===== src/dual_lane_crc32c_hash_core_defines.svh =====
// Assertion macros used by the top-level core to check itself.
`ifndef DUAL_LANE_CRC32C_HASH_CORE_DEFINES_SVH
`define DUAL_LANE_CRC32C_HASH_CORE_DEFINES_SVH

// Same-cycle implication, checked only out of reset.
`define DLC_ASSERT_NOW(label, ante, cons) \
  label: assert property (@(posedge clk) disable iff (!rst_n) (ante) |-> (cons)) \
    else $error("dlc assertion failed");

// Next-cycle implication, checked only out of reset.
`define DLC_ASSERT_NEXT(label, ante, cons) \
  label: assert property (@(posedge clk) disable iff (!rst_n) (ante) |=> (cons)) \
    else $error("dlc assertion failed");

`endif


===== src/dlc_pkg.sv =====
package dlc_pkg;

  localparam logic [31:0] CASTAGNOLI_REFLECTED = 32'h82F6_3B78;
  localparam int unsigned HALF_BITS = 16;
  localparam int unsigned WORD_BITS = 32;

  typedef enum logic {
    OP_START = 1'b0,
    OP_DATA  = 1'b1
  } op_t;

  typedef enum logic [1:0] {
    CMD_START,
    CMD_WORD,
    CMD_TAIL,
    CMD_MISUSE
  } cmd_kind_t;

  typedef struct packed {
    logic        operation;
    logic [63:0] seed;
    logic [15:0] total_length;
    logic [31:0] data_word;
  } in_beat_t;

  typedef struct packed {
    logic [63:0] hash_value;
    logic        misuse;
  } out_beat_t;

  // One classified command handed from the front to the back.
  typedef struct packed {
    cmd_kind_t   kind;
    logic        wide;
    logic        emit;
    logic        lane_two;
    logic [1:0]  tail_cnt;
    logic [31:0] data;
    logic [31:0] seed_one;
    logic [31:0] seed_two;
  } cmd_t;

  typedef struct packed {
    logic full;
    logic empty;
  } q_stat_t;

  function automatic logic [31:0] crc_byte(input logic [31:0] crc, input logic [7:0] b);
    logic [31:0] c;
    c = crc ^ {24'd0, b};
    for (int i = 0; i < 8; i++) begin
      c = c[0] ? ((c >> 1) ^ CASTAGNOLI_REFLECTED) : (c >> 1);
    end
    return c;
  endfunction

  // The bit loop is linear in crc and data, so it folds into one XOR matrix.
  function automatic logic [31:0] crc_word(input logic [31:0] crc, input logic [31:0] w);
    logic [31:0] c;
    c = crc ^ w;
    for (int i = 0; i < WORD_BITS; i++) begin
      c = c[0] ? ((c >> 1) ^ CASTAGNOLI_REFLECTED) : (c >> 1);
    end
    return c;
  endfunction

  function automatic logic [31:0] swap_halves(input logic [31:0] v);
    return {v[HALF_BITS-1:0], v[WORD_BITS-1:HALF_BITS]};
  endfunction

endpackage


===== src/dlc_front.sv =====
module dlc_front (
  input  logic              clk,
  input  logic              rst_n,
  input  logic              cfg_we,
  input  logic              cfg_wdata,
  input  logic              accept,
  input  dlc_pkg::in_beat_t beat,
  output dlc_pkg::cmd_t     cmd
);

  logic        wide_r;
  logic [13:0] words_r, words_nxt;
  logic [1:0]  tail_r, tail_nxt;
  logic        open_r, open_nxt;
  logic [13:0] words_dec;
  logic        zero_len;

  assign words_dec = words_r - 14'd1;
  assign zero_len  = (beat.total_length == 16'd0);

  always_comb begin
    words_nxt    = words_r;
    tail_nxt     = tail_r;
    open_nxt     = open_r;
    cmd.kind     = dlc_pkg::CMD_MISUSE;
    cmd.wide     = wide_r;
    cmd.emit     = 1'b0;
    cmd.lane_two = 1'b0;
    cmd.tail_cnt = tail_r;
    cmd.data     = beat.data_word;
    cmd.seed_one = wide_r ? beat.seed[63:32] : beat.seed[31:0];
    cmd.seed_two = wide_r ? beat.seed[31:0] : 32'd0;
    if (beat.operation == dlc_pkg::OP_START) begin
      cmd.kind  = dlc_pkg::CMD_START;
      cmd.emit  = zero_len;
      words_nxt = beat.total_length[15:2];
      tail_nxt  = beat.total_length[1:0];
      open_nxt  = !zero_len;
    end else if (!open_r) begin
      cmd.kind = dlc_pkg::CMD_MISUSE;
    end else if (words_r != 14'd0) begin
      cmd.kind     = dlc_pkg::CMD_WORD;
      cmd.lane_two = wide_r && !words_dec[0];
      cmd.emit     = (words_dec == 14'd0) && (tail_r == 2'd0);
      words_nxt    = words_dec;
      open_nxt     = !cmd.emit;
    end else begin
      cmd.kind = dlc_pkg::CMD_TAIL;
      cmd.emit = 1'b1;
      tail_nxt = 2'd0;
      open_nxt = 1'b0;
    end
  end

  always_ff @(posedge clk) begin
    if (!rst_n) begin
      wide_r  <= 1'b0;
      words_r <= '0;
      tail_r  <= '0;
      open_r  <= 1'b0;
    end else begin
      if (cfg_we) begin
        wide_r <= cfg_wdata;
      end
      if (accept) begin
        words_r <= words_nxt;
        tail_r  <= tail_nxt;
        open_r  <= open_nxt;
      end
    end
  end

endmodule


===== src/dlc_cmd_queue.sv =====
module dlc_cmd_queue (
  input  logic               clk,
  input  logic               rst_n,
  input  logic               push,
  input  dlc_pkg::cmd_t      push_cmd,
  input  logic               pop,
  output dlc_pkg::cmd_t      head,
  output dlc_pkg::q_stat_t   stat
);

  dlc_pkg::cmd_t entry_r [2];
  logic          wr_ptr_r, rd_ptr_r;
  logic [1:0]    count_r;

  assign head       = entry_r[rd_ptr_r];
  assign stat.full  = (count_r == 2'd2);
  assign stat.empty = (count_r == 2'd0);

  always_ff @(posedge clk) begin
    if (push) begin
      entry_r[wr_ptr_r] <= push_cmd;
    end
  end

  always_ff @(posedge clk) begin
    if (!rst_n) begin
      wr_ptr_r <= 1'b0;
      rd_ptr_r <= 1'b0;
      count_r  <= '0;
    end else begin
      if (push) begin
        wr_ptr_r <= !wr_ptr_r;
      end
      if (pop) begin
        rd_ptr_r <= !rd_ptr_r;
      end
      if (push && !pop) begin
        count_r <= count_r + 2'd1;
      end else if (pop && !push) begin
        count_r <= count_r - 2'd1;
      end
    end
  end

endmodule


===== src/dlc_back.sv =====
module dlc_back (
  input  logic               clk,
  input  logic               rst_n,
  input  dlc_pkg::cmd_t      cmd,
  input  logic               cmd_valid,
  output logic               cmd_take,
  output logic               out_empty,
  input  logic               out_pop,
  output dlc_pkg::out_beat_t out_beat
);

  logic [31:0]        l1_r, l2_r, l1_nxt, l2_nxt;
  dlc_pkg::out_beat_t res_q_r [2];
  dlc_pkg::out_beat_t res;
  logic               wr_ptr_r, rd_ptr_r;
  logic [1:0]         count_r;
  logic               pop_fire, res_push, space;
  logic [1:0]         rem;

  assign pop_fire  = out_pop && (count_r != 2'd0);
  assign space     = (count_r != 2'd2) || pop_fire;
  assign cmd_take  = cmd_valid && space;
  assign res_push  = cmd_take && (cmd.emit || (cmd.kind == dlc_pkg::CMD_MISUSE));
  assign out_empty = (count_r == 2'd0);
  assign out_beat  = res_q_r[rd_ptr_r];

  always_comb begin
    l1_nxt = l1_r;
    l2_nxt = l2_r;
    rem    = 2'd0;
    case (cmd.kind)
      dlc_pkg::CMD_START: begin
        l1_nxt = cmd.seed_one;
        l2_nxt = cmd.seed_two;
      end
      dlc_pkg::CMD_WORD: begin
        if (cmd.lane_two) begin
          l2_nxt = dlc_pkg::crc_word(l2_r, cmd.data);
        end else begin
          l1_nxt = dlc_pkg::crc_word(l1_r, cmd.data);
        end
      end
      dlc_pkg::CMD_TAIL: begin
        // In wide mode, byte i goes to lane two when the bytes left after it are even.
        for (int i = 0; i < 3; i++) begin
          if (2'(i) < cmd.tail_cnt) begin
            rem = cmd.tail_cnt - 2'(i) - 2'd1;
            if (cmd.wide && !rem[0]) begin
              l2_nxt = dlc_pkg::crc_byte(l2_nxt, cmd.data[8*i +: 8]);
            end else begin
              l1_nxt = dlc_pkg::crc_byte(l1_nxt, cmd.data[8*i +: 8]);
            end
          end
        end
      end
      default: begin
      end
    endcase
    if (cmd.kind == dlc_pkg::CMD_MISUSE) begin
      res.hash_value = '0;
      res.misuse     = 1'b1;
    end else begin
      res.hash_value = {cmd.wide ? dlc_pkg::swap_halves(l2_nxt) : 32'd0,
                        dlc_pkg::swap_halves(l1_nxt)};
      res.misuse     = 1'b0;
    end
  end

  always_ff @(posedge clk) begin
    if (res_push) begin
      res_q_r[wr_ptr_r] <= res;
    end
  end

  always_ff @(posedge clk) begin
    if (!rst_n) begin
      l1_r     <= '0;
      l2_r     <= '0;
      wr_ptr_r <= 1'b0;
      rd_ptr_r <= 1'b0;
      count_r  <= '0;
    end else begin
      if (cmd_take) begin
        l1_r <= l1_nxt;
        l2_r <= l2_nxt;
      end
      if (res_push) begin
        wr_ptr_r <= !wr_ptr_r;
      end
      if (pop_fire) begin
        rd_ptr_r <= !rd_ptr_r;
      end
      if (res_push && !pop_fire) begin
        count_r <= count_r + 2'd1;
      end else if (pop_fire && !res_push) begin
        count_r <= count_r - 2'd1;
      end
    end
  end

endmodule


===== src/dual_lane_crc32c_hash_core.sv =====
// Dual-lane CRC-32C message hash. A start beat loads the seed and the byte length, data
// beats then bring the whole little-endian words and one last beat the 1 to 3 tail bytes,
// and the finished hash comes out as one result beat; a data beat with no message open
// yields a result with misuse set and a zero hash. The block takes one beat per clock
// cycle while the command queue is not full: each beat is classified by the front in
// the cycle it is accepted, waits in a two-beat command queue, and the back applies one
// full 32-bit CRC step (or the whole tail) per cycle while the result queue has room.
// The beat finishing the message is registered in the command queue, and its result
// then in the result queue. The two-beat result queue lets the input keep flowing while
// a result waits to be popped; only a stalled result queue that fills the command queue
// raises full. The wide_mode register (cfg_wdata) selects 32-bit or 64-bit output and
// should be written while the block is idle.
module dual_lane_crc32c_hash_core (
  input  logic               clk,
  input  logic               rst_n,
  input  logic               cfg_we,
  input  logic               cfg_wdata,
  input  logic               in_push,
  output logic               in_full,
  input  dlc_pkg::in_beat_t  in_beat,
  output logic               out_empty,
  input  logic               out_pop,
  output dlc_pkg::out_beat_t out_beat
);

  `include "dual_lane_crc32c_hash_core_defines.svh"

  dlc_pkg::cmd_t    front_cmd;
  dlc_pkg::cmd_t    head_cmd;
  dlc_pkg::q_stat_t cmd_stat;
  logic             in_accept;
  logic             cmd_take;

  // A beat is taken whenever the command queue has room.
  assign in_full   = cmd_stat.full;
  assign in_accept = in_push && !cmd_stat.full;

  dlc_front u_front (
    .clk      (clk),
    .rst_n    (rst_n),
    .cfg_we   (cfg_we),
    .cfg_wdata(cfg_wdata),
    .accept   (in_accept),
    .beat     (in_beat),
    .cmd      (front_cmd)
  );

  dlc_cmd_queue u_cmd_queue (
    .clk     (clk),
    .rst_n   (rst_n),
    .push    (in_accept),
    .push_cmd(front_cmd),
    .pop     (cmd_take),
    .head    (head_cmd),
    .stat    (cmd_stat)
  );

  dlc_back u_back (
    .clk      (clk),
    .rst_n    (rst_n),
    .cmd      (head_cmd),
    .cmd_valid(!cmd_stat.empty),
    .cmd_take (cmd_take),
    .out_empty(out_empty),
    .out_pop  (out_pop),
    .out_beat (out_beat)
  );

  // A misuse result never carries a hash.
  `DLC_ASSERT_NOW(a_misuse_zero, !out_empty && out_beat.misuse, out_beat.hash_value == 64'd0)
  // The input side only stalls while commands are waiting for the back.
  `DLC_ASSERT_NOW(a_full_has_work, in_full, !cmd_stat.empty)
  // With an empty result queue the back drains a command every cycle.
  `DLC_ASSERT_NEXT(a_no_idle_back, out_empty && !cmd_stat.empty && !in_push, !in_full)

endmodule


===== config.mk =====
export PLATFORM = sky130hd
export DESIGN_NAME = dual_lane_crc32c_hash_core
export DESIGN_NICKNAME = d
export VERILOG_FILES = /design/src/dlc_pkg.sv /design/src/dlc_front.sv /design/src/dlc_cmd_queue.sv /design/src/dlc_back.sv /design/src/dual_lane_crc32c_hash_core.sv
export VERILOG_INCLUDE_DIRS = /design/src /design/src/src
export SDC_FILE = /design/constraint.sdc
export NUM_CORES = 1
export LEC_CHECK = 0
export BUFFER_PORTS_ARGS = -buffer_cell sky130_fd_sc_hd__buf_2
export CAP_MARGIN = 0
export CORE_MARGIN = 1
export CORE_UTILIZATION = 57
export DETAILED_ROUTE_END_ITERATION = 12
export MAX_ROUTING_LAYER = met4
export PLACE_DENSITY = 0.75
export SETUP_SLACK_MARGIN = 0.4
export SLEW_MARGIN = 0
export SYNTH_ARGS = -nofsm -noshare
export SYNTH_HDL_FRONTEND = slang
export SYNTH_HIERARCHICAL = 1
export SYNTH_SLANG_ARGS = --single-unit

===== constraint.sdc =====
create_clock -name clk -period 7.68 [get_ports clk]
set_input_delay 1.536 -clock clk [delete_from_list [all_inputs] [get_ports clk]]
set_output_delay 1.536 -clock clk [all_outputs]
set_load 0.02 [all_outputs]

======== Word-level counts from Yosys, hierarchy flattened ========
Memory sizes are Yosys's and may differ from the RTL's. A register that Yosys moved wholly into a read port is not among the register bits.
Cells that the tools add are included.
word-level totals
  register bits after elaboration ......... 90
  memory bits (writable) .................. 336
  output and inout bits ................... 67
  memories ................................ 2
memory list
  memory               words  width  rd ports  clocked after memory_dff  write ports  RTL line             RTL
  u_cmd_queue.entry_r  2      103    1         1                         1            dlc_cmd_queue.sv:11  dlc_pkg::cmd_t entry_r [2];
  u_back.res_q_r       2      65     1         1                         1            dlc_back.sv:13       dlc_pkg::out_beat_t res_q_r [2];
cells by class
  $add $sub $neg .......................... 9
  $lt $le $gt $ge ......................... 3
  eq/ne operators ......................... 8
  mux-type cells .......................... 165
  bitwise operators ....................... 120
  reduce and logical (&&, ||, !) cells .... 43
operators by type and width
  cell                     count
  $mux W32                 133
  $not A16 Y17             112
  $pmux W32 S3             2
  $xor A32 B8 Y32          6
  $mux W65                 1
  $xor A32 B32 Y32         2
  $mux W14                 3
  $mux W2                  11
  $logic_not A1 Y1         16
  $logic_not A16 Y1        1
  $mux W1                  15
  $logic_not A14 Y1        1
  $reduce_bool A14 Y1      1
  $sub A14 B1 Y14 const B  1
  $logic_and A1 B1 Y1      13
  $logic_not A2 Y1         4
  $eq A2 B2 Y1 const B     3
  $reduce_and A3 Y1        2
  $reduce_bool A2 Y1       3
  $add A2 B1 Y2 const B    2
  $lt A1 B2 Y1 const A     2
  $ne A2 B1 Y1 const B     2
  $ne A2 B2 Y1 const B     2
  $sub A1 B1 Y1 const B    4
  other kinds (4)          6

======== Depth between registers and ports, before layout ========
  depth after elaboration ................. 69
  mapped depth ............................ 22
  gate-level depth less buffers ........... 17

======== Hierarchy ========
Netlist, hierarchy kept.
by module, submodules not included
  module                      instances  cells an instance  area an instance (um2)  seq. area each (um2)
  dlc_back                    1          2,267              23,705.2                5,285.1
  dlc_cmd_queue               1          342                7,663.6                 6,286.0
  dlc_front                   1          293                2,230.9                 360.3
  dual_lane_crc32c_hash_core  1          2                  17.5                    0.0

======== Worst setup path after synthesis ========
Ideal clock, no wire load.
  path kind ............................... input -> register
  from .................................... input port in_push
  to ...................................... memory u_cmd_queue/entry_r[0][0] in the netlist's numbering (enable)
  library setup time ...................... 578 ps
  data arrival time ....................... 6,360 ps
  required time ........................... 7,102 ps
  slack ................................... 741 ps
  stages on the path ...................... 2
  path buffers ............................ 0
  path through ............................ nor2b_4 -> nor2b_1
on the way
  cells in the longest elaborated chain, start to end .. 3
RTL lines
  element                        RTL line                          RTL
  start: declaration             dual_lane_crc32c_hash_core.sv:18  input logic in_push,
  $logic_and A1 B1 Y1            dual_lane_crc32c_hash_core.sv:36  assign in_accept = in_push && !cmd_stat.full;
  $mux W1                        dlc_cmd_queue.sv:20               if (push) begin
  $mux W1 (implied by the code)  dlc_cmd_queue.sv:21               entry_r[wr_ptr_r] <= push_cmd;
  end: declaration               dlc_cmd_queue.sv:11
Every way passes these cells.

==> results.yml <==
floorplan:
  die_width_um: 245
  placementRows: 88
  coreArea_um2: 58000
  start_util: 0.579
  ios: 186
  die-height_um: 245
  die_area_um2: 60000
timing:
  min_period_ns: 7.06
  setup_tns_ns: 0
  hold_viol_final: 0
  grt_setup_unrepaired: "false"
  clock.fmax_mhz: 142
  slew_violations: 0
  finalSetupViolCount: 0
  max_slew.worst_pin.slew_ns: 1.17
  period_share: 0.919
  skew_ns: 0.0245
  max-slew-margin-rel: 0.216
worst_hold_path:
  holdPathStages: 2
  min_path_type: "flip-flop to flip-flop"
critical_path:
  slowest_delay_ns: 0.77
  crit_fanout: 15
  path_cells: "mux2_2 > xor2_1 > xnor3_1 > xor3_1 > mux2i_1 > xnor3_1 > xnor3_1 > xnor3_1 > mux2i_1 > xnor2_1 > xnor2_1 > xnor2_1 > xnor2_1 > o21ai_0 > buf_4 > a21oi_1 > nor2_1"
  arrival_ns: 7.34
  end_kind: "flip-flop"
  reg2regPathDepth: 17
  cp_slowest_cell: "xnor3_1"
  required_ns: 7.96
  worstSetupPathType: "flip-flop to flip-flop"
  critical_path_depth: 17
  cp.buffers_inverters: 1
  cp_top_family: "XOR/XNOR gates"
  start_kind: "flip-flop"
run:
  max_cap_violations: 0
yosys:
  synth-seq-cells: 428
  synth_warnings: 6
  synthesis.nets: 3028
  syn_area_per_cell_um2: 11.6
  yosysTopAreaCellShare: 0.300
  async_reset_ff_frac: 0
  synthXorXnorAreaFrac: 0.386
  synth_cell_types: 86
  synth_edf_count: 336
  synthAdderAreaFrac: 0.00186
  synth-main-ff-cell: "edfxtp_1"
  synth_top_family_by_area: "XOR/XNOR gates"
  synth_compound_area_frac: 0.0801
  syn_area_um2: 33600
  synth_seq_area_share: 0.355
  synth_area_leaders: "edfxtp_1 30%, xnor2_1 18%, xnor3_1 7.9%"
  synth-simple-area-share: 0.0618
  synthCells: 2904
  synthMuxAreaShare: 0.0849
  yosys.area.top_type: "edfxtp_1"
clock_network:
  cts.sinks: 428
  cts_hold_repair.buffers: 0
  cts_tree: "done"
  cts.repair.resized: 0
  path_clk_slew_ns: 0.06
  cts-root-buf: "clkbuf_16"
  postCtsSetupRepairBufs: 0
  cts_buffers: 46
  clock_path_buffers: 3
  htree_levels: 2
  clock_latency_ns: 0.60
global_route:
  grt_usage: 0.399
  grt_start_max_net_pins: 94
  grt_pass1_wl_mm: 165
  antenna_found_initial: 5
  grt_pass1_vias: 22700
  use_met3: 0.119
  grt_overflow: 0
  grtUsageMet2: 0.547
  grt.busiest_layer: "met1"
  grtUsageMet1: 0.558
detailed_routing:
  viasPerCell: 6.18
  vias: 23900
  drt_iter0_drc: 3345
  drt-total-wl_mm: 117
  final_antenna_net_count: 0
  wl_per_cell_um: 30.2
  drt_first_pass_iters: 8
  drc: 0
placed_design:
  io_buffers: 185
  dp.final_hpwl_mm: 93.4
  gp_congestion: 1.16
finish:
  final_nets: 3177
  layout-drive-gt1-share: 0.226
  fill_cells: 4526
  syn_to_final_growth_pct: 10.0
status:
  status: "finished, final reports clean"
-- cell usage after synthesis (10+ instances only) --
library cell / count
xnor2_1: 680
edfxtp_1: 336
nor2_1: 215
mux2_2: 205
xor2_1: 202
a21oi_1: 153
xnor3_1: 118
nand2_1: 111
o21ai_0: 106
clkbuf_1: 100
dfxtp_1: 92
mux2i_1: 51
and2_1: 46
buf_4: 42
xnor2_2: 36
xor3_1: 27
a211oi_1: 26
a222oi_1: 19
inv_1: 18
buf_2: 17
nor3_1: 17
o21ai_1: 15
xnor2_4: 15
xor2_2: 14
nor2b_1: 13
o211ai_1: 13
o22ai_1: 13
a22oi_1: 12
a31oi_1: 11
xnor3_2: 11
buf_1: 10
buf_6: 10
-- stage by stage --
| stage | std cells | instance area (um^2) | hold WS (ns) | util | setup slack (ns) |
|---|---|---|---|---|---|
| 2_1_floorplan | 2904 | 33600 | 0.448 | - | 0.741 |
| 3_3_place_gp | 3770 | 35300 | 0.464 | 0.609 | 0.641 |
| 3_5_place_dp | 3770 | 35300 | 0.486 | 0.609 | 0.541 |
| 4_1_cts | 3856 | 36900 | 0.494 | 0.635 | 0.450 |
| 5_1_grt | 3861 | 37000 | 0.528 | 0.637 | 0.453 |
| 6_report | 3862 | 37000 | 0.497 | 0.637 | 0.623 |
-- sequential cells by signal (all words and copies together), names as in the netlist, 2 cells and up, named ones only --
signal,cells
u_back/l1_r,32
u_back/l2_r,32
u_cmd_queue/entry_r,206
u_back/res_q_r,130
u_front/words_r,14
u_front/tail_r,2
u_cmd_queue/count_r,2
u_back/count_r,2
-- worst reg2reg max path, cell delays in order (launching register included) --
cell and delay, ns:
dfxtp_4 0.50, mux2_2 0.48, xor2_1 0.47, xnor3_1 0.77
xor3_1 0.48, mux2i_1 0.34, xnor3_1 0.64, xnor3_1 0.40
xnor3_1 0.19, mux2i_1 0.41, xnor2_1 0.30, xnor2_1 0.58
xnor2_1 0.26, xnor2_1 0.22, o21ai_0 0.19, buf_4 0.23
a21oi_1 0.19, nor2_1 0.10
-- per-layer routing --
metal / part of all wire / vias to the layer above
met2: 0.41 / 1594
met3: 0.13 / 226
met5: 0 / -
met1: 0.42 / 11600
met4: 0.039 / 0
li1: - / 10400
-- placed cells by master (no fill, tap or decap), drive strengths merged, types with 6 or more instances in the layout --
cell type  count
xnor2        731
edfxtp       336
buf          281
xor2         225
nor2         216
mux2         205
a21oi        153
xnor3        129
o21ai        121
nand2        111
dfxtp         92
clkbuf        54
mux2i         53
and2          46
xor3          36
a211oi        28
inv           23
a222oi        19
nor3          18
clkinv        18
nor2b         14
o211ai        13
o22ai         13
a22oi         12
a31oi         11
clkinvlp       9
nand4          8
or3            8
nand3          7
o221ai         7
diode          6
o21a           6
a221oi         6
nor4           6
-- final timing paths --
path	start	slack, ns	to
worst max-delay path	flip-flop	0.62	u_back/res_q_r[0][38]
worst min-delay path	u_front/words_r[12]	0.50	u_front/words_r[12]
worst max register to register	flip-flop	0.62	u_back/res_q_r[0][38]
worst min register to register	u_front/words_r[12]	0.50	u_front/words_r[12]
-- kinds of logic (layout without fill, tap and decap cells) --
kind of cell | after synthesis | after routing
AO/OA/AOI/OAI | 435 | 435
AND/OR/NAND/NOR | 456 | 456
buffers and inverters | 201 | 388
XOR/XNOR | 1121 | 1121
multiplexers | 258 | 258
other | 0 | 6
adder cells (fa/ha/maj) | 5 | 5
flip-flops | 428 | 428
-- area by class of cell --
cell class	instances	area, um^2	area share
Multi-Input combinational cell	2275	20800	0.563
Sequential cell	428	11900	0.323
Timing Repair Buffer	281	1650	0.0445
Clock buffer	54	1210	0.0328
Tap cell	765	957	0.0259
Clock inverter	32	300	0.00812
Inverter	21	78.8	0.00213
Antenna cell	6	15.0	0.000406
Power is not shown: default switching activity piles up to over one toggle a cycle in this logic, so the estimate is an artifact.
